[config.mk]
export PLATFORM = sky130hd
export DESIGN_NAME = ucb_log2
export DESIGN_NICKNAME = d
export VERILOG_FILES = /design/src/ucb_pkg.sv /design/src/ucb_log2.sv
export SDC_FILE = /design/constraint.sdc
export NUM_CORES = 2
export LEC_CHECK = 0
export BUFFER_PORTS_ARGS = -buffer_cell sky130_fd_sc_hd__buf_2
export CORE_MARGIN = 10
export CORE_UTILIZATION = 65
export CTS_BUF_LIST = sky130_fd_sc_hd__clkbuf_8
export CTS_CLUSTER_DIAMETER = 60
export DETAILED_ROUTE_END_ITERATION = 8
export HOLD_SLACK_MARGIN = 0.12
export PLACE_DENSITY = 0.82
export SLEW_MARGIN = 10
export SYNTH_ARGS = -nofsm -noshare
export SYNTH_HDL_FRONTEND = slang
export SYNTH_SLANG_ARGS = --single-unit
export TNS_END_PERCENT = 50
[constraint.sdc]
create_clock -name clk -period 10.5 [get_ports clk]
set_input_delay 1.05 -clock clk [delete_from_list [all_inputs] [get_ports clk]]
set_output_delay 1.05 -clock clk [all_outputs]
set_load 0.005 [all_outputs]
[src/ucb_pkg.sv]
// ----------------------------------------------------------------------------
// ucb_pkg
// Types, widths and constants shared by the UCB1 arm selector and its units.
// ----------------------------------------------------------------------------
`default_nettype none

package ucb_pkg;

  localparam int NUM_ARMS = 8;
  localparam int ARM_W    = 3;
  localparam int MASK_W   = 8;
  localparam int SCORE_W  = 48;
  localparam int PULL_W   = 32;
  localparam int VAL_W    = 31;
  localparam int GAIN_W   = 16;
  localparam int LOG_W    = 21;
  localparam int T_W      = 37;
  localparam int SQ_W     = 46;
  localparam int ROOT_W   = 23;
  localparam int CMPV_W   = SCORE_W + 2;
  localparam int CFG_W    = 16;
  localparam int CFG_IDX_W = 2;

  localparam logic [31:0] LN2_Q32 = 32'd2977044472;

  localparam logic [CFG_IDX_W-1:0] CFG_GAIN  = 2'd0;
  localparam logic [CFG_IDX_W-1:0] CFG_ONCE  = 2'd1;
  localparam logic [CFG_IDX_W-1:0] CFG_MODE  = 2'd2;

  localparam logic [1:0] MODE_NORMAL   = 2'd0;
  localparam logic [1:0] MODE_RELATIVE = 2'd1;

  localparam logic CMD_SELECT = 1'b0;
  localparam logic CMD_REWARD = 1'b1;

  typedef struct packed {
    logic              cmd;
    logic [MASK_W-1:0] arm_available;
    logic [VAL_W-1:0]  new_value;
  } ucb_in_t;

  typedef struct packed {
    logic [ARM_W-1:0] chosen_arm;
    logic             arm_found;
    logic             improved;
  } ucb_out_t;

  typedef struct packed {
    logic busy;
    logic done;
  } ucb_stat_t;

  typedef enum logic [3:0] {
    S_IDLE,
    S_SEL_INIT,
    S_SEL_LOG,
    S_SEL_LN,
    S_SEL_T,
    S_SEL_ARM,
    S_SEL_MEAN,
    S_SEL_Q,
    S_SEL_SQRT,
    S_SEL_CMP,
    S_SEL_END,
    S_REW,
    S_REW_DIV,
    S_DONE
  } ucb_state_t;

  function automatic logic [SCORE_W-1:0] sat_add(input logic [SCORE_W-1:0] a,
                                                 input logic [SCORE_W-1:0] b);
    logic [SCORE_W:0] s;
    s = {1'b0, a} + {1'b0, b};
    return s[SCORE_W] ? {SCORE_W{1'b1}} : s[SCORE_W-1:0];
  endfunction

endpackage

`default_nettype wire

[src/ucb_log2.sv]
// ----------------------------------------------------------------------------
// ucb_log2
// Base-2 logarithm in Q.16, one fraction bit a cycle by repeated squaring.
// ----------------------------------------------------------------------------
`default_nettype none

module ucb_log2 (
  input  wire logic                       clk,
  input  wire logic                       rst,
  input  wire logic                       start,
  input  wire logic [ucb_pkg::PULL_W-1:0] v,
  output logic      [ucb_pkg::LOG_W-1:0]  r,
  output ucb_pkg::ucb_stat_t              stat
);
  import ucb_pkg::*;

  logic [4:0]  e_in;
  logic [4:0]  e_q;
  logic [15:0] frac;
  logic [31:0] x;
  logic [3:0]  bcnt;
  logic        busy;
  logic        done;
  logic [63:0] sq;
  logic [32:0] y;

  always_comb begin
    e_in = '0;
    for (int i = 0; i < 32; i++) begin
      if (v[i]) e_in = 5'(i);
    end
  end

  assign sq = 64'(x) * 64'(x);
  assign y  = sq[63:31];

  always_ff @(posedge clk) begin
    if (rst) begin
      busy <= 1'b0;
      done <= 1'b0;
      bcnt <= '0;
    end else begin
      done <= 1'b0;
      if (start) begin
        busy <= 1'b1;
        bcnt <= 4'd15;
        e_q  <= e_in;
        frac <= '0;
        x    <= v << (5'd31 - e_in);
      end else if (busy) begin
        if (y[32]) begin
          x          <= y[32:1];
          frac[bcnt] <= 1'b1;
        end else begin
          x <= y[31:0];
        end
        bcnt <= bcnt - 4'd1;
        if (bcnt == 4'd0) begin
          busy <= 1'b0;
          done <= 1'b1;
        end
      end
    end
  end

  assign r    = {e_q, frac};
  assign stat = '{busy: busy, done: done};

endmodule

`default_nettype wire

==> metrics <==
WL/cell=20.71 um; initial antenna violation count=1; clock skew=0.01196 ns; DR vias=24910; vias in the first global route=27690; FFs w/ async S/R, synth=0%; Post-DP HPWL=72970 um; H-tree levels=3; Avg Cell Area, Syn=9.268 um2; CTS Hold Bufs=0; worst skew pair latency=0.36 ns; worst stage delay on the critical path=1.14 ns; part of the Yosys area used for sequential elements=5.110%; worst slew pin tran=1.358 ns; most common flop cell mapped by yosys=edfxtp_1; WP data required=10.70 ns; Synth Cell Area=33490 um2; RSZ-0062 raised after global routing=no; Setup Viol. Count Final=0; Post-Synth Adder-Cell Area=58.49%; share of post-route cells with drive strength above 1=4.993%; die area=61010 um2; synthesized netlist cell count=3614; synth-to-layout area growth=3.310%; die width=247 um; all-layer global routing usage=30.21%; std cell rows=83; Final nets=4702; critical path class=flip-flop to flip-flop; worst hold margin=0.5720 ns; final wirelength=88330 um; max-slew violation count=0; starting density of the core=65.42%; Syn. warnings=0; maximum root-to-sink buffer count=2; share of the synthesized area in the top cell type=47.70%; post-synthesis compound-gate area fraction=7.359%; Worst slew margin=9.489%; mux contribution to synthesized area=2.551%; crit path launch type=flip-flop; Util after Layout=67.59%; crit path DAT=10.10 ns; Die Ht=247 um; GPL Wtd Cong=1.044; Pre-antenna DRT Iters=6; setup tns final=0 ns; Crit. End Element=flip-flop; most frequent cell on the critical path=fa_1; period utilization=94.30%; setup bufs post-CTS=0; Hold Path Class=flip-flop to flip-flop; min Tclk post-route=9.902 ns; Congestion Overflow GR=0; number of port buffers=57; Max Fclk=101.0 MHz; Post-synth EDFFs=53; CTS tree=yes; max_cap viols=0; critical-path maximum fanout=23; synth top area cells=fa_1 48%, inv_1 11%, ha_1 11%; Avg Vias per Cell=5.839; largest net degree at the start of global routing=61; status=completed; top-count cell post-synth=inv_1; post_cts resized=0; most instantiated cells after synthesis=1012 x inv_1, 798 x fa_1, 344 x nand2_1, 289 x ha_1, 210 x and2_1; diode count=0; post-synthesis cell type count=89; cts bufs inserted=9; area share of and/or/nand/nor cells after synthesis=11.56%; DRC viols=0; Mapped Nets=4736; post-route ant nets=0; first-pass GRT wire length=144400 um; core box area=51200 um2; clk root buf=clkbuf_8; r2r setup slk=0.60 ns; largest family of logic cells by synthesized area=adder cells; crit path max-delay cell type=edfxtp_1; Final Hold Viols=0; clock tree sinks=59; Synth area leader=fa_1; XOR/XNOR share of the synthesized area=1.647%; post-synthesis register bit count=59; Worst-path clk slew=0.08 ns; first-iteration detailed-routing DRC count=1855; I/O Pins=58
cell usage in the layout (no fill, tap or decap), types with 6 or more instances in the layout:
| cell | n |
|---|---|
| o21ai_1 | 6 |
| dfxtp_1 | 6 |
| o221ai_1 | 7 |
| edfxtp_1 | 53 |
| mux2_2 | 15 |
| fa_1 | 798 |
| mux2i_1 | 59 |
| inv_1 | 1012 |
| buf_4 | 44 |
| o211ai_1 | 9 |
| o21a_1 | 12 |
| nand3_1 | 25 |
| and2_1 | 210 |
| a31oi_1 | 21 |
| and3_1 | 12 |
| a21oi_1 | 97 |
| nand4_1 | 18 |
| or3_1 | 9 |
| a211oi_1 | 19 |
| a21o_1 | 25 |
| o21bai_1 | 14 |
| o21ai_0 | 48 |
| nor3_1 | 19 |
| nor2b_1 | 13 |
| or2_2 | 11 |
| o22ai_1 | 10 |
| clkbuf_8 | 9 |
| nand2_1 | 344 |
| a22oi_1 | 6 |
| o31a_1 | 6 |
| ha_1 | 289 |
| buf_2 | 57 |
| nand2b_1 | 8 |
| xnor2_1 | 36 |
| a31o_2 | 9 |
| nor2_1 | 115 |
| xor2_1 | 27 |
area by class of cell:
| type | count | area [um2] |
|---|---|---|
| clock buffer | 9 | 123.9 |
| clock inverter | 7 | 115.1 |
| fill | 3972 | 16590 |
| inverter | 1018 | 3829 |
| multi-input combinational | 2390 | 27340 |
| sequential | 59 | 1712 |
| tap | 680 | 850.8 |
| timing repair buffer | 102 | 635.6 |
final timing paths:
| check | start | endpoint | depth (start not counted) |
|---|---|---|---|
| setup / recovery | x[10] | x[11] | 28 |
| hold reg to reg | frac[14] | frac[14] | 2 |
| hold / removal | frac[14] | frac[14] | 2 |
| setup reg to reg | x[10] | x[11] | 28 |
through the flow:
stage	setup WS (ns)	instance area, um2	std cells
global route	0.3696	34600	4265
finish	0.5984	34600	4265
floorplan	1.619	33490	3614
detailed placement	0.9558	34360	4249
global placement	1.099	34360	4249
CTS	0.9412	34600	4265
critical path, delay by kind of cell (launching register included):
kind | cells | cell delay, ns
buffers and inverters | 8 | 1.23
muxes | 1 | 0.39
AOI/OAI and AO/OA | 5 | 1.44
and+or+nand+nor | 5 | 1.24
DFF | 1 | 1.14
adders and majority gates | 9 | 4.26
sequential cells by signal, indices dropped and copies added (netlist names):
signal / flops
x: 32
e_q: 5
frac: 16
done: 1
busy: 1
bcnt: 4
kinds of logic (layout without fill, tap and decap cells):
group,count (synthesis),in the layout
XOR/XNOR,63,63
multiplexers,79,79
buffers and inverters,1165,1136
AND/OR/NAND/NOR,804,804
AO/OA/AOI/OAI,357,357
flip-flops,59,59
adder cells (fa/ha/maj),1087,1087
metal layers:
layer | part of all wire [%] | wire length (um) | vias up | global-route usage [%]
li1 | - | - | 10790 | -
met2 | 51 | 45220 | 1132 | 53.87
met4 | 5.2 | 4594 | 2 | 12.75
met5 | 0.019 | 17 | - | 0
met1 | 36 | 31510 | 12670 | 35.88
met3 | 7.9 | 6989 | 307 | 4.478
Power is not shown: default switching activity piles up to over one toggle a cycle in this logic, so the estimate is an artifact.
