--- src/ucb_pkg.sv ---
// ----------------------------------------------------------------------------
// ucb_pkg
// Types, widths and constants shared by the UCB1 arm selector and its units.
// ----------------------------------------------------------------------------
`default_nettype none

package ucb_pkg;

  localparam int NUM_ARMS = 8;
  localparam int ARM_W    = 3;
  localparam int MASK_W   = 8;
  localparam int SCORE_W  = 48;
  localparam int PULL_W   = 32;
  localparam int VAL_W    = 31;
  localparam int GAIN_W   = 16;
  localparam int LOG_W    = 21;
  localparam int T_W      = 37;
  localparam int SQ_W     = 46;
  localparam int ROOT_W   = 23;
  localparam int CMPV_W   = SCORE_W + 2;
  localparam int CFG_W    = 16;
  localparam int CFG_IDX_W = 2;

  localparam logic [31:0] LN2_Q32 = 32'd2977044472;

  localparam logic [CFG_IDX_W-1:0] CFG_GAIN  = 2'd0;
  localparam logic [CFG_IDX_W-1:0] CFG_ONCE  = 2'd1;
  localparam logic [CFG_IDX_W-1:0] CFG_MODE  = 2'd2;

  localparam logic [1:0] MODE_NORMAL   = 2'd0;
  localparam logic [1:0] MODE_RELATIVE = 2'd1;

  localparam logic CMD_SELECT = 1'b0;
  localparam logic CMD_REWARD = 1'b1;

  typedef struct packed {
    logic              cmd;
    logic [MASK_W-1:0] arm_available;
    logic [VAL_W-1:0]  new_value;
  } ucb_in_t;

  typedef struct packed {
    logic [ARM_W-1:0] chosen_arm;
    logic             arm_found;
    logic             improved;
  } ucb_out_t;

  typedef struct packed {
    logic busy;
    logic done;
  } ucb_stat_t;

  typedef enum logic [3:0] {
    S_IDLE,
    S_SEL_INIT,
    S_SEL_LOG,
    S_SEL_LN,
    S_SEL_T,
    S_SEL_ARM,
    S_SEL_MEAN,
    S_SEL_Q,
    S_SEL_SQRT,
    S_SEL_CMP,
    S_SEL_END,
    S_REW,
    S_REW_DIV,
    S_DONE
  } ucb_state_t;

  function automatic logic [SCORE_W-1:0] sat_add(input logic [SCORE_W-1:0] a,
                                                 input logic [SCORE_W-1:0] b);
    logic [SCORE_W:0] s;
    s = {1'b0, a} + {1'b0, b};
    return s[SCORE_W] ? {SCORE_W{1'b1}} : s[SCORE_W-1:0];
  endfunction

endpackage

`default_nettype wire

--- src/ucb_isqrt.sv ---
// ----------------------------------------------------------------------------
// ucb_isqrt
// Integer square root, one result bit a cycle.
// ----------------------------------------------------------------------------
`default_nettype none

module ucb_isqrt (
  input  wire logic                       clk,
  input  wire logic                       rst,
  input  wire logic                       start,
  input  wire logic [ucb_pkg::SQ_W-1:0]   n_in,
  output logic      [ucb_pkg::ROOT_W-1:0] root,
  output ucb_pkg::ucb_stat_t              stat
);
  import ucb_pkg::*;

  logic [SQ_W-1:0] n;
  logic [SQ_W-1:0] res;
  logic [SQ_W-1:0] bitv;
  logic [SQ_W-1:0] trial;
  logic            busy;
  logic            done;

  assign trial = res + bitv;

  always_ff @(posedge clk) begin
    if (rst) begin
      busy <= 1'b0;
      done <= 1'b0;
    end else begin
      done <= 1'b0;
      if (start) begin
        busy <= 1'b1;
        n    <= n_in;
        res  <= '0;
        bitv <= SQ_W'(1) << (SQ_W - 2);
      end else if (busy) begin
        if (n >= trial) begin
          n   <= n - trial;
          res <= (res >> 1) + bitv;
        end else begin
          res <= res >> 1;
        end
        bitv <= bitv >> 2;
        if (bitv[0]) begin
          busy <= 1'b0;
          done <= 1'b1;
        end
      end
    end
  end

  assign root = res[ROOT_W-1:0];
  assign stat = '{busy: busy, done: done};

endmodule

`default_nettype wire

--- config.mk ---
export PLATFORM = sky130hd
export DESIGN_NAME = ucb_isqrt
export DESIGN_NICKNAME = d
export VERILOG_FILES = /design/src/ucb_pkg.sv /design/src/ucb_isqrt.sv
export SDC_FILE = /design/constraint.sdc
export NUM_CORES = 1
export LEC_CHECK = 0
export BUFFER_PORTS_ARGS = -buffer_cell sky130_fd_sc_hd__buf_2
export CAP_MARGIN = 5
export CORE_ASPECT_RATIO = 0.8
export CORE_MARGIN = 3
export CORE_UTILIZATION = 25
export DETAILED_ROUTE_END_ITERATION = 7
export GPL_ROUTABILITY_DRIVEN = 0
export MAX_ROUTING_LAYER = met4
export SYNTH_ARGS = -nofsm -noshare
export SYNTH_HDL_FRONTEND = slang
export SYNTH_SLANG_ARGS = --single-unit
--- constraint.sdc ---
create_clock -name clk -period 16.1 [get_ports clk]
set_input_delay 0.805 -clock clk [delete_from_list [all_inputs] [get_ports clk]]
set_output_delay 0.805 -clock clk [all_outputs]
set_load 0.01 [all_outputs]
==> qor.csv <==
stage,metric,value,unit
synthesis,largest area contributor in the netlist,edfxtp_1,
timing,worst hold slack,0.5084,ns
timing,max_slew headroom,0.2965,
clock_network,cts bufs inserted,17,
worst_hold_path,worst hold stages,1,
layout,area of the multi-input gates,6824,um2
timing,fmax,157.8,MHz
global_route,initial antenna violation count,0,
clock_network,cts hold-fix bufs,0,
place,Buffers on Ports,73,
floorplan,core area,42250,um2
timing,Final Setup Violations,0,
critical_path,Crit Path Class,flop to flop,
critical_path,Critical Path RT,16.29,ns
layout,Antenna diodes,0,
layout,Final Util,0.2870,
synthesis,Post-synth EDFFs,115,
routing,via count,9678,
synthesis,Unique masters post-synth,82,
clock_network,Worst-Skew Late Latency,0.44,ns
flow_run,max cap viols,0,
global_route,total track usage,0.1435,
timing,RSZ-0062 raised after global routing,false,
synthesis,Synth top area share,0.3196,
clock_network,# resized after CTS,0,
floorplan,io pins,74,
timing,setup tns final,0,ns
critical_path,Critical Path Sink Type,flop,
floorplan,Die Wd,238.5,um
clock_network,Clock Sinks,117,
critical_path,r2r setup slk,9.76,ns
clock_network,clk buf depth,2,
worst_hold_path,Hold EP,done$_SDFF_PP0_,
global_route,first-pass GRT wire length,50350,um
synthesis,share of flip-flops with an asynchronous set or reset,0,
worst_hold_path,Worst Hold Class,flop to flop,
synthesis,Synth area leaders,"edfxtp_1 32%, ha_1 11%, nand2_1 5.0%",
critical_path,peak fanout along the critical path,53,
critical_path,Arrival @ worst endpoint,6.53,ns
layout,fin nets,1404,
timing,Final period util,0.3935,
timing,Pins Over Slew Limit,0,
synthesis,post-synthesis sequential element count,117,
critical_path,Critical Path Source Type,flop,
critical_path,Reg-to-Reg Start,res[8]$_SDFFCE_PP0P_,
layout,Area Overhead vs Synth,12.23,%
clock_network,Setup Buffers After CTS,0,
synthesis,Post-Syn Instances,1239,
critical_path,R2R cell count,19,
power,pwr/cell area,118.2,nW/um2
routing,WL final,31920,um
routing,drt first pass iters,5,
layout,Filler cells,4517,
clock_network,"Clk pin slew, worst setup/hold paths",0.06,ns
floorplan,die area,45770,um2
clock_network,CTS tree,done,
routing,Vias/cell,5.306,
synthesis,Netlist Area Pre-Place,10810,um2
routing,DRC violations left,0,
floorplan,Initial Utilization,0.2558,
synthesis,syn nets,1383,
synthesis,"Top FF cell, synth",edfxtp_1,
global_route,largest net degree at the start of global routing,71,
routing,Initial DRC Count,977,
clock_network,Max H-tree Level,4,
global_route,total gr overflow,0,
routing,post-route ant nets,0,
power,peak supply drop,68.25,uV
timing,Tmin final,6.336,ns
place,detailed placement HPWL,24020,um
timing,Final Hold Viols,0,
synthesis,register area share after synthesis,0.3233,
worst_hold_path,min-delay src,busy$_SDFF_PP0_,
critical_path,r2r endpoint,res[3]$_SDFFCE_PP0P_,
timing,worst-margin pin slew,1.055,ns
global_route,vias in the first global route,9061,
routing,DR WL/cell,17.50,um
outcome,status,"complete, no violations",
floorplan,site row count,67,
clock_network,CTS Root Cell,clkbuf_16,
synthesis,YS warnings,0,
timing,Setup Skew,0.01349,ns
floorplan,die height,192.0,um
power,Leak Pwr,4.580,nW
layout,fraction of layout cells with a size suffix above 1,0.1101,
synthesis,syn_area_per_cell,8.722,um2
layout,Reg area,3493,um2
[sequential cells by signal (all words and copies together), names as in the netlist]
register / cells
bitv: 23
busy: 1
done: 1
n: 46
res: 46
[metrics by stage]
step / cell area (um2) / setup WS, ns / power [W] / std cells
after global routing: 12130 / 9.239 / 0.001524 / 1824
after detailed placement: 11510 / 9.913 / 0.001014 / 1793
after CTS: 12130 / 9.878 / 0.001431 / 1824
final: 12130 / 9.764 / 0.001434 / 1824
after global placement: 11510 / 10.01 / 0.001006 / 1793
after floorplan: 10810 / 7.965 / 0.0008774 / 1239
[worst max-delay path: stages, from the launching register on]
cell and delay (ns):
edfxtp_1 0.52, ha_1 0.39, nand2_1 0.10, nor2_1 0.15, nand3_1 0.11, a2111oi_0 0.77
or2_2 0.27, a221oi_1 0.14, o21ai_1 0.31, or4_1 0.16, nand4_1 0.11, ha_1 0.46
and3_1 0.25, nand2_1 0.14, nor4_1 0.57, nand3_1 0.17, nand2_1 0.17, a311o_2 0.83
a21oi_1 0.15, a31o_2 0.26
[metal layers]
metal	track usage	up-vias	share of wire
met5	-	-	0
met4	0.03371	0	0.015
met3	0.02957	26	0.072
met2	0.2029	314	0.41
met1	0.2086	4658	0.50
li1	-	4680	-
[cell families after synthesis]
group                    synth area share
AND/OR/NAND/NOR                    0.1918
AO/OA/AOI/OAI                      0.2421
flip-flops                         0.3233
buffers and inverters             0.04816
XOR/XNOR                          0.07862
adder cells (fa/ha/maj)            0.1107
multiplexers                     0.005325
[placed cells by master, fill, tap and decap left out, types with 17 or more instances in the layout]
cell and count:
a211oi_1 21, a21o_1 32, a21oi_1 96, a31oi_1 38, buf_2 72, clkbuf_16 17, edfxtp_1 115, ha_1 94
inv_1 24, nand2_1 145, nand3_1 29, nand4_1 29, nor2_1 83, nor2b_1 39, o21ai_0 102, xnor2_1 44
xor2_1 53
[cell type report]
type,instances,share of cell area
clock buffer,18,0.03539
clock inverter,13,0.01548
inverter,24,0.007428
multi-input combinational,1021,0.5627
sequential,117,0.2880
tap,552,0.05695
timing repair buffer,79,0.03405
[power breakdown]
group          total (W)  switching, W  internal [W]
sequential      0.000422     0.0000360      0.000386
clock           0.000414      0.000144      0.000270
combinational   0.000598      0.000368      0.000230
[synthesized netlist by cell type (all sizes together), types with 7 or more instances]
cell type  number
xnor2          44
inv            24
o21a           11
nand3          29
edfxtp        115
nor3           17
buf            43
o21bai         16
a21o           32
o31ai           7
nor3b           7
and3           14
o21ai         111
nand2b          7
nand4          29
or3            14
clkbuf         34
a31oi          39
nor2           84
ha             94
nor2b          39
and4           10
nand2         145
a211oi         23
a31o           11
xor2           53
a21oi          99
[how the worst max path moves through the flow]
stage	startpoint	end	slack, ns	cells past startpoint
floorplan	start	n[0]$_DFFE_PP_	7.97	4
global placement	res[6]$_SDFFCE_PP0P_	res[13]$_SDFFCE_PP0P_	10.01	19
detailed placement	res[8]$_SDFFCE_PP0P_	res[3]$_SDFFCE_PP0P_	9.91	19
CTS	res[8]$_SDFFCE_PP0P_	res[3]$_SDFFCE_PP0P_	9.88	19
global route	res[8]$_SDFFCE_PP0P_	res[3]$_SDFFCE_PP0P_	9.24	19
finish	res[8]$_SDFFCE_PP0P_	res[3]$_SDFFCE_PP0P_	9.76	19
(Power assumes the default switching activity.)
