[src/ucb_pkg.sv]
// ----------------------------------------------------------------------------
// ucb_pkg
// Types, widths and constants shared by the UCB1 arm selector and its units.
// ----------------------------------------------------------------------------
`default_nettype none

package ucb_pkg;

  localparam int NUM_ARMS = 8;
  localparam int ARM_W    = 3;
  localparam int MASK_W   = 8;
  localparam int SCORE_W  = 48;
  localparam int PULL_W   = 32;
  localparam int VAL_W    = 31;
  localparam int GAIN_W   = 16;
  localparam int LOG_W    = 21;
  localparam int T_W      = 37;
  localparam int SQ_W     = 46;
  localparam int ROOT_W   = 23;
  localparam int CMPV_W   = SCORE_W + 2;
  localparam int CFG_W    = 16;
  localparam int CFG_IDX_W = 2;

  localparam logic [31:0] LN2_Q32 = 32'd2977044472;

  localparam logic [CFG_IDX_W-1:0] CFG_GAIN  = 2'd0;
  localparam logic [CFG_IDX_W-1:0] CFG_ONCE  = 2'd1;
  localparam logic [CFG_IDX_W-1:0] CFG_MODE  = 2'd2;

  localparam logic [1:0] MODE_NORMAL   = 2'd0;
  localparam logic [1:0] MODE_RELATIVE = 2'd1;

  localparam logic CMD_SELECT = 1'b0;
  localparam logic CMD_REWARD = 1'b1;

  typedef struct packed {
    logic              cmd;
    logic [MASK_W-1:0] arm_available;
    logic [VAL_W-1:0]  new_value;
  } ucb_in_t;

  typedef struct packed {
    logic [ARM_W-1:0] chosen_arm;
    logic             arm_found;
    logic             improved;
  } ucb_out_t;

  typedef struct packed {
    logic busy;
    logic done;
  } ucb_stat_t;

  typedef enum logic [3:0] {
    S_IDLE,
    S_SEL_INIT,
    S_SEL_LOG,
    S_SEL_LN,
    S_SEL_T,
    S_SEL_ARM,
    S_SEL_MEAN,
    S_SEL_Q,
    S_SEL_SQRT,
    S_SEL_CMP,
    S_SEL_END,
    S_REW,
    S_REW_DIV,
    S_DONE
  } ucb_state_t;

  function automatic logic [SCORE_W-1:0] sat_add(input logic [SCORE_W-1:0] a,
                                                 input logic [SCORE_W-1:0] b);
    logic [SCORE_W:0] s;
    s = {1'b0, a} + {1'b0, b};
    return s[SCORE_W] ? {SCORE_W{1'b1}} : s[SCORE_W-1:0];
  endfunction

endpackage

`default_nettype wire

[src/ucb_div.sv]
// ----------------------------------------------------------------------------
// ucb_div
// Restoring divider, 48-bit dividend by 32-bit divisor, one quotient bit a cycle.
// ----------------------------------------------------------------------------
`default_nettype none

module ucb_div (
  input  wire logic                         clk,
  input  wire logic                         rst,
  input  wire logic                         start,
  input  wire logic [ucb_pkg::SCORE_W-1:0]  num,
  input  wire logic [ucb_pkg::PULL_W-1:0]   den,
  output logic      [ucb_pkg::SCORE_W-1:0]  quot,
  output ucb_pkg::ucb_stat_t                stat
);
  import ucb_pkg::*;

  logic [PULL_W-1:0] rem;
  logic [PULL_W-1:0] den_q;
  logic [5:0]        cnt;
  logic              busy;
  logic              done;
  logic [PULL_W:0]   rem_sh;

  assign rem_sh = {rem, quot[SCORE_W-1]};

  always_ff @(posedge clk) begin
    if (rst) begin
      busy <= 1'b0;
      done <= 1'b0;
      cnt  <= '0;
    end else begin
      done <= 1'b0;
      if (start) begin
        busy  <= 1'b1;
        cnt   <= 6'(SCORE_W);
        quot  <= num;
        rem   <= '0;
        den_q <= den;
      end else if (busy) begin
        if (rem_sh >= {1'b0, den_q}) begin
          rem  <= PULL_W'(rem_sh - {1'b0, den_q});
          quot <= {quot[SCORE_W-2:0], 1'b1};
        end else begin
          rem  <= rem_sh[PULL_W-1:0];
          quot <= {quot[SCORE_W-2:0], 1'b0};
        end
        cnt <= cnt - 6'd1;
        if (cnt == 6'd1) begin
          busy <= 1'b0;
          done <= 1'b1;
        end
      end
    end
  end

  assign stat = '{busy: busy, done: done};

endmodule

`default_nettype wire

[config.mk]
export PLATFORM = sky130hd
export DESIGN_NAME = ucb_div
export DESIGN_NICKNAME = d
export VERILOG_FILES = /design/src/ucb_pkg.sv /design/src/ucb_div.sv
export SDC_FILE = /design/constraint.sdc
export NUM_CORES = 1
export LEC_CHECK = 0
export BUFFER_PORTS_ARGS = -buffer_cell sky130_fd_sc_hd__buf_2
export CORE_MARGIN = 5
export CORE_UTILIZATION = 45
export DETAILED_ROUTE_END_ITERATION = 12
export GPL_TIMING_DRIVEN = 0
export PLACE_DENSITY_LB_ADDON = 0.2
export RECOVER_POWER = 100
export SYNTH_ARGS = -nofsm -noshare
export SYNTH_HDL_FRONTEND = slang
export SYNTH_SLANG_ARGS = --single-unit
[constraint.sdc]
create_clock -name clk -period 10.3 [get_ports clk]
set_input_delay 0.515 -clock clk [delete_from_list [all_inputs] [get_ports clk]]
set_output_delay 0.515 -clock clk [all_outputs]
set_load 0.1 [all_outputs]
==> impl_metrics.csv <==
group,metric,value,unit
grt,grt_pass1_wl,25170,um
pwr,p_per_area,203.0,mW/mm2
floorplan,ioPinCount,133,
timing,worstMarginPinSlew,2.162,ns
synthesis,synth_common_cells,"edfxtp_1, nor2_1, mux2_2, inv_1, ha_1",
flow_run,drv_cap,2,
setup_path,crit_path_cell_trace,"clkbuf_1 -> clkbuf_1 -> clkbuf_1 -> nor2_1 -> nor2_1 -> clkbuf_1",
setup_path,worst_path_max_delay_cell,"nor2_1",
finish,num_antenna_cells,0,
synthesis,ys_ff_latch,120,
setup_path,cp_data_required_time,10.32,ns
finish,fin_nets,837,
setup_path,r2r_start,"rem[2]",
pwr,peakVddDrop,129.2,uV
grt,overflow,0,
clock_tree,clkTransAtPathRegs,0.06,ns
grt,grt_use_total,17.77,%
timing,post-route-period-util,45.05,%
clock_tree,cts_tree,"built",
setup_path,crit_type,"in -> reg",
synthesis,ys_types,58,
timing,fin_crit,4.640,ns
drt,drc_errors,0,
finish,fin_cells,916,
timing,fmax,215.5,MHz
timing,setup_viol,0,
timing,slew_violations,57,
min_path,whs_path_depth,1,
finish,fillCellCount,1297,
grt,grt_pass1_vias,5232,
timing,finalHoldViolCount,0,
drt,drtIter0Drc,364,
placed_design,gp_congestion,0.8481,
synthesis,synth_most_common_cell,"edfxtp_1",
synthesis,syn_nets,685,
synthesis,synthFlopType,"edfxtp_1",
floorplan,die_w,131.9,um
placed_design,placement.io_buffers,130,
setup_path,rrSetupSlack,6.22,ns
synthesis,synth_top_area_share,50.32,%
finish,multi_input_area,0.002867,mm2
setup_path,cpPeakStageDelay,1.61,ns
floorplan,die_h,131.9,um
clock_tree,numCtsBuffers,17,
drt,drtPass1Iterations,4,
clock_tree,clockBufferDepth,2,
synthesis,yosys.area.top_type,"edfxtp_1",
drt,avgRoutedWirePerCell,16.29,um
setup_path,crit_top_cell,"clkbuf_1",
clock_tree,cts_max_level,4,
clock_tree,cts-root-buf,"clkbuf_16",
timing,rsz0062_at_grt,"false",
setup_path,crit_fanout,29,
setup_path,worst_ep_arrival_time,4.66,ns
timing,skew,0.009938,ns
clock_tree,cts.sinks,120,
drt,ant_nets,0,
min_path,min_to,"den_q[28]",
synthesis,synth.avg_cell_area,11.79,um2
pwr,power.leakage,3.258,nW
synthesis,netlist_instances,567,
clock_tree,post_cts_resize_count,0,
setup_path,r2r_end,"rem[24]",
min_path,min_path_type,"in -> reg",
synthesis,synthArstFlopShare,0,%
grt,grt_max_degree,30,
clock_tree,post_cts_buffers,0,
drt,via_count,4886,
timing,relSlewSlack,-44.65,%
floorplan,core,0.01453,mm2
clock_tree,ctsHoldBuffers,0,
placed_design,dp_cells,884,
placed_design,post-dp-hpwl,11320,um
clock_tree,clkLatencyLatePin,0.42,ns
finish,drive_gt1_share,23.09,%
synthesis,synthTopCellsByArea,"edfxtp_1, mux2_2, ha_1, mux2i_1, xnor2_1",
synthesis,synth_edf_count,112,
min_path,hold_path.startpoint,"den[28]",
drt,finalWirelength,14920,um
finish,register_area,0.003523,mm2
synthesis,ys_seq_area_share,52.71,%
timing,tns,0,ns
setup_path,rr_worst_depth,12,
setup_path,critPathCaptureType,"flip-flop",
outcome,run_status,"finished, violations left",
synthesis,yosysWarnings,0,
setup_path,cp-start-kind,"input pin",
outcome,violations,"capacitance limit, slew limit",
drt,vias_per_cell,5.334,
synthesis,netlist_area,0.006684,mm2
finish,synthToLayoutAreaGrowth,21.34,%
grt,antenna_found_initial,1,
floorplan,die-area,0.01739,mm2
floorplan,initial_core_util,45.99,%
floorplan,rows,44,
[critical path, delay by kind of cell]
kind | cells | cell delay (ns)
and+or+nand+nor | 2 | 1.73
buffers and inverters | 4 | 2.39
[final cells by class]
type | count | area share, %
Clock inverter | 14 | 2.283
Timing Repair Buffer | 133 | 7.374
Buffer | 25 | 1.265
Tap cell | 184 | 2.839
Clock buffer | 18 | 5.415
Inverter | 44 | 2.036
Multi-Input combinational cell | 378 | 35.34
Sequential cell | 120 | 43.44
[layer usage]
| layer | part of all wire (%) | global-route usage (%) | up-vias |
|---|---|---|---|
| li1 | - | - | 2389 |
| met1 | 41 | 20.48 | 2316 |
| met2 | 48 | 29.31 | 156 |
| met3 | 8.3 | 7.634 | 23 |
| met4 | 1.8 | 6.800 | 2 |
| met5 | 0.13 | 0 | - |
[sequential cells by signal (all words and copies together), names as in the netlist]
register / count
busy: 1
cnt: 6
den_q: 32
done: 1
quot: 48
rem: 32
[through the flow]
stage | power [mW] | util (%) | instance area (um2) | hold WS [ns] | worst slack (ns)
2_1_floorplan | 0.9471 | - | 6684 | 0.4689 | 5.028
6_report | 1.646 | 55.80 | 8110 | 0.2636 | 5.660
3_3_place_gp | 1.028 | 52.05 | 7565 | 0.4860 | 3.025
5_1_grt | 1.726 | 55.80 | 8110 | 0.2409 | 5.164
3_5_place_dp | 1.037 | 52.62 | 7647 | 0.5036 | 6.894
4_1_cts | 1.671 | 56.91 | 8272 | 0.2464 | 6.890
[worst max-delay path by stage]
| stage | start | endpoint | slack (ns) |
|---|---|---|---|
| 4_1_cts | quot[47] | rem[30] | 6.89 |
| 2_1_floorplan | start | quot[0] | 5.03 |
| 3_3_place_gp | start | rem[10] | 3.02 |
| 6_report | start | rem[10] | 5.66 |
| 5_1_grt | start | quot[8] | 5.16 |
| 3_5_place_dp | quot[47] | rem[30] | 6.89 |
[cells by family (layout without fill, tap and decap cells)]
kind of cell,Yosys count,after routing,share of synthesized area (%)
AOI/OAI and AO/OA,113,113,11.70
xor gates and xnor gates,32,32,4.193
adders and majority gates,35,35,6.664
buffers and inverters,69,234,4.268
DFF,120,120,52.71
muxes,72,72,11.66
and+or+nand+nor,126,126,8.798
[placed cells by master (no fill, tap or decap), types with 2 or more instances in the layout]
cell type | netlist | final
a2111oi_0 | 2 | 2
a211oi_1 | 6 | 6
a211oi_2 | 2 | 2
a21o_1 | 17 | 17
a21oi_1 | 31 | 31
a31oi_1 | 6 | 6
and3_1 | 3 | 3
buf_2 | 3 | 80
buf_4 | 2 | 2
bufinv_16 | 0 | 3
clkbuf_1 | 16 | 76
clkbuf_16 | 0 | 17
clkinvlp_4 | 0 | 3
dfxtp_1 | 8 | 8
edfxtp_1 | 112 | 112
ha_1 | 34 | 34
inv_1 | 43 | 43
inv_6 | 0 | 6
mux2_2 | 47 | 46
mux2i_1 | 25 | 25
nand2_1 | 26 | 26
nand2b_1 | 4 | 4
nand3_1 | 8 | 8
nand3b_1 | 2 | 2
nand4_1 | 9 | 9
nor2_1 | 53 | 53
nor2b_1 | 5 | 5
nor3_1 | 7 | 7
nor4b_1 | 2 | 2
o211ai_1 | 3 | 3
o21a_1 | 7 | 7
o21ai_0 | 14 | 16
o21bai_1 | 5 | 5
o22ai_1 | 2 | 2
o31a_1 | 3 | 3
xnor2_1 | 23 | 23
xor2_1 | 9 | 9
[power by group]
group	internal, mW	switching (mW)
sequential	0.585	0.0190
clock	0.393	0.236
combinational	0.143	0.270
total	1.12	0.525
(Power assumes the default switching activity.)
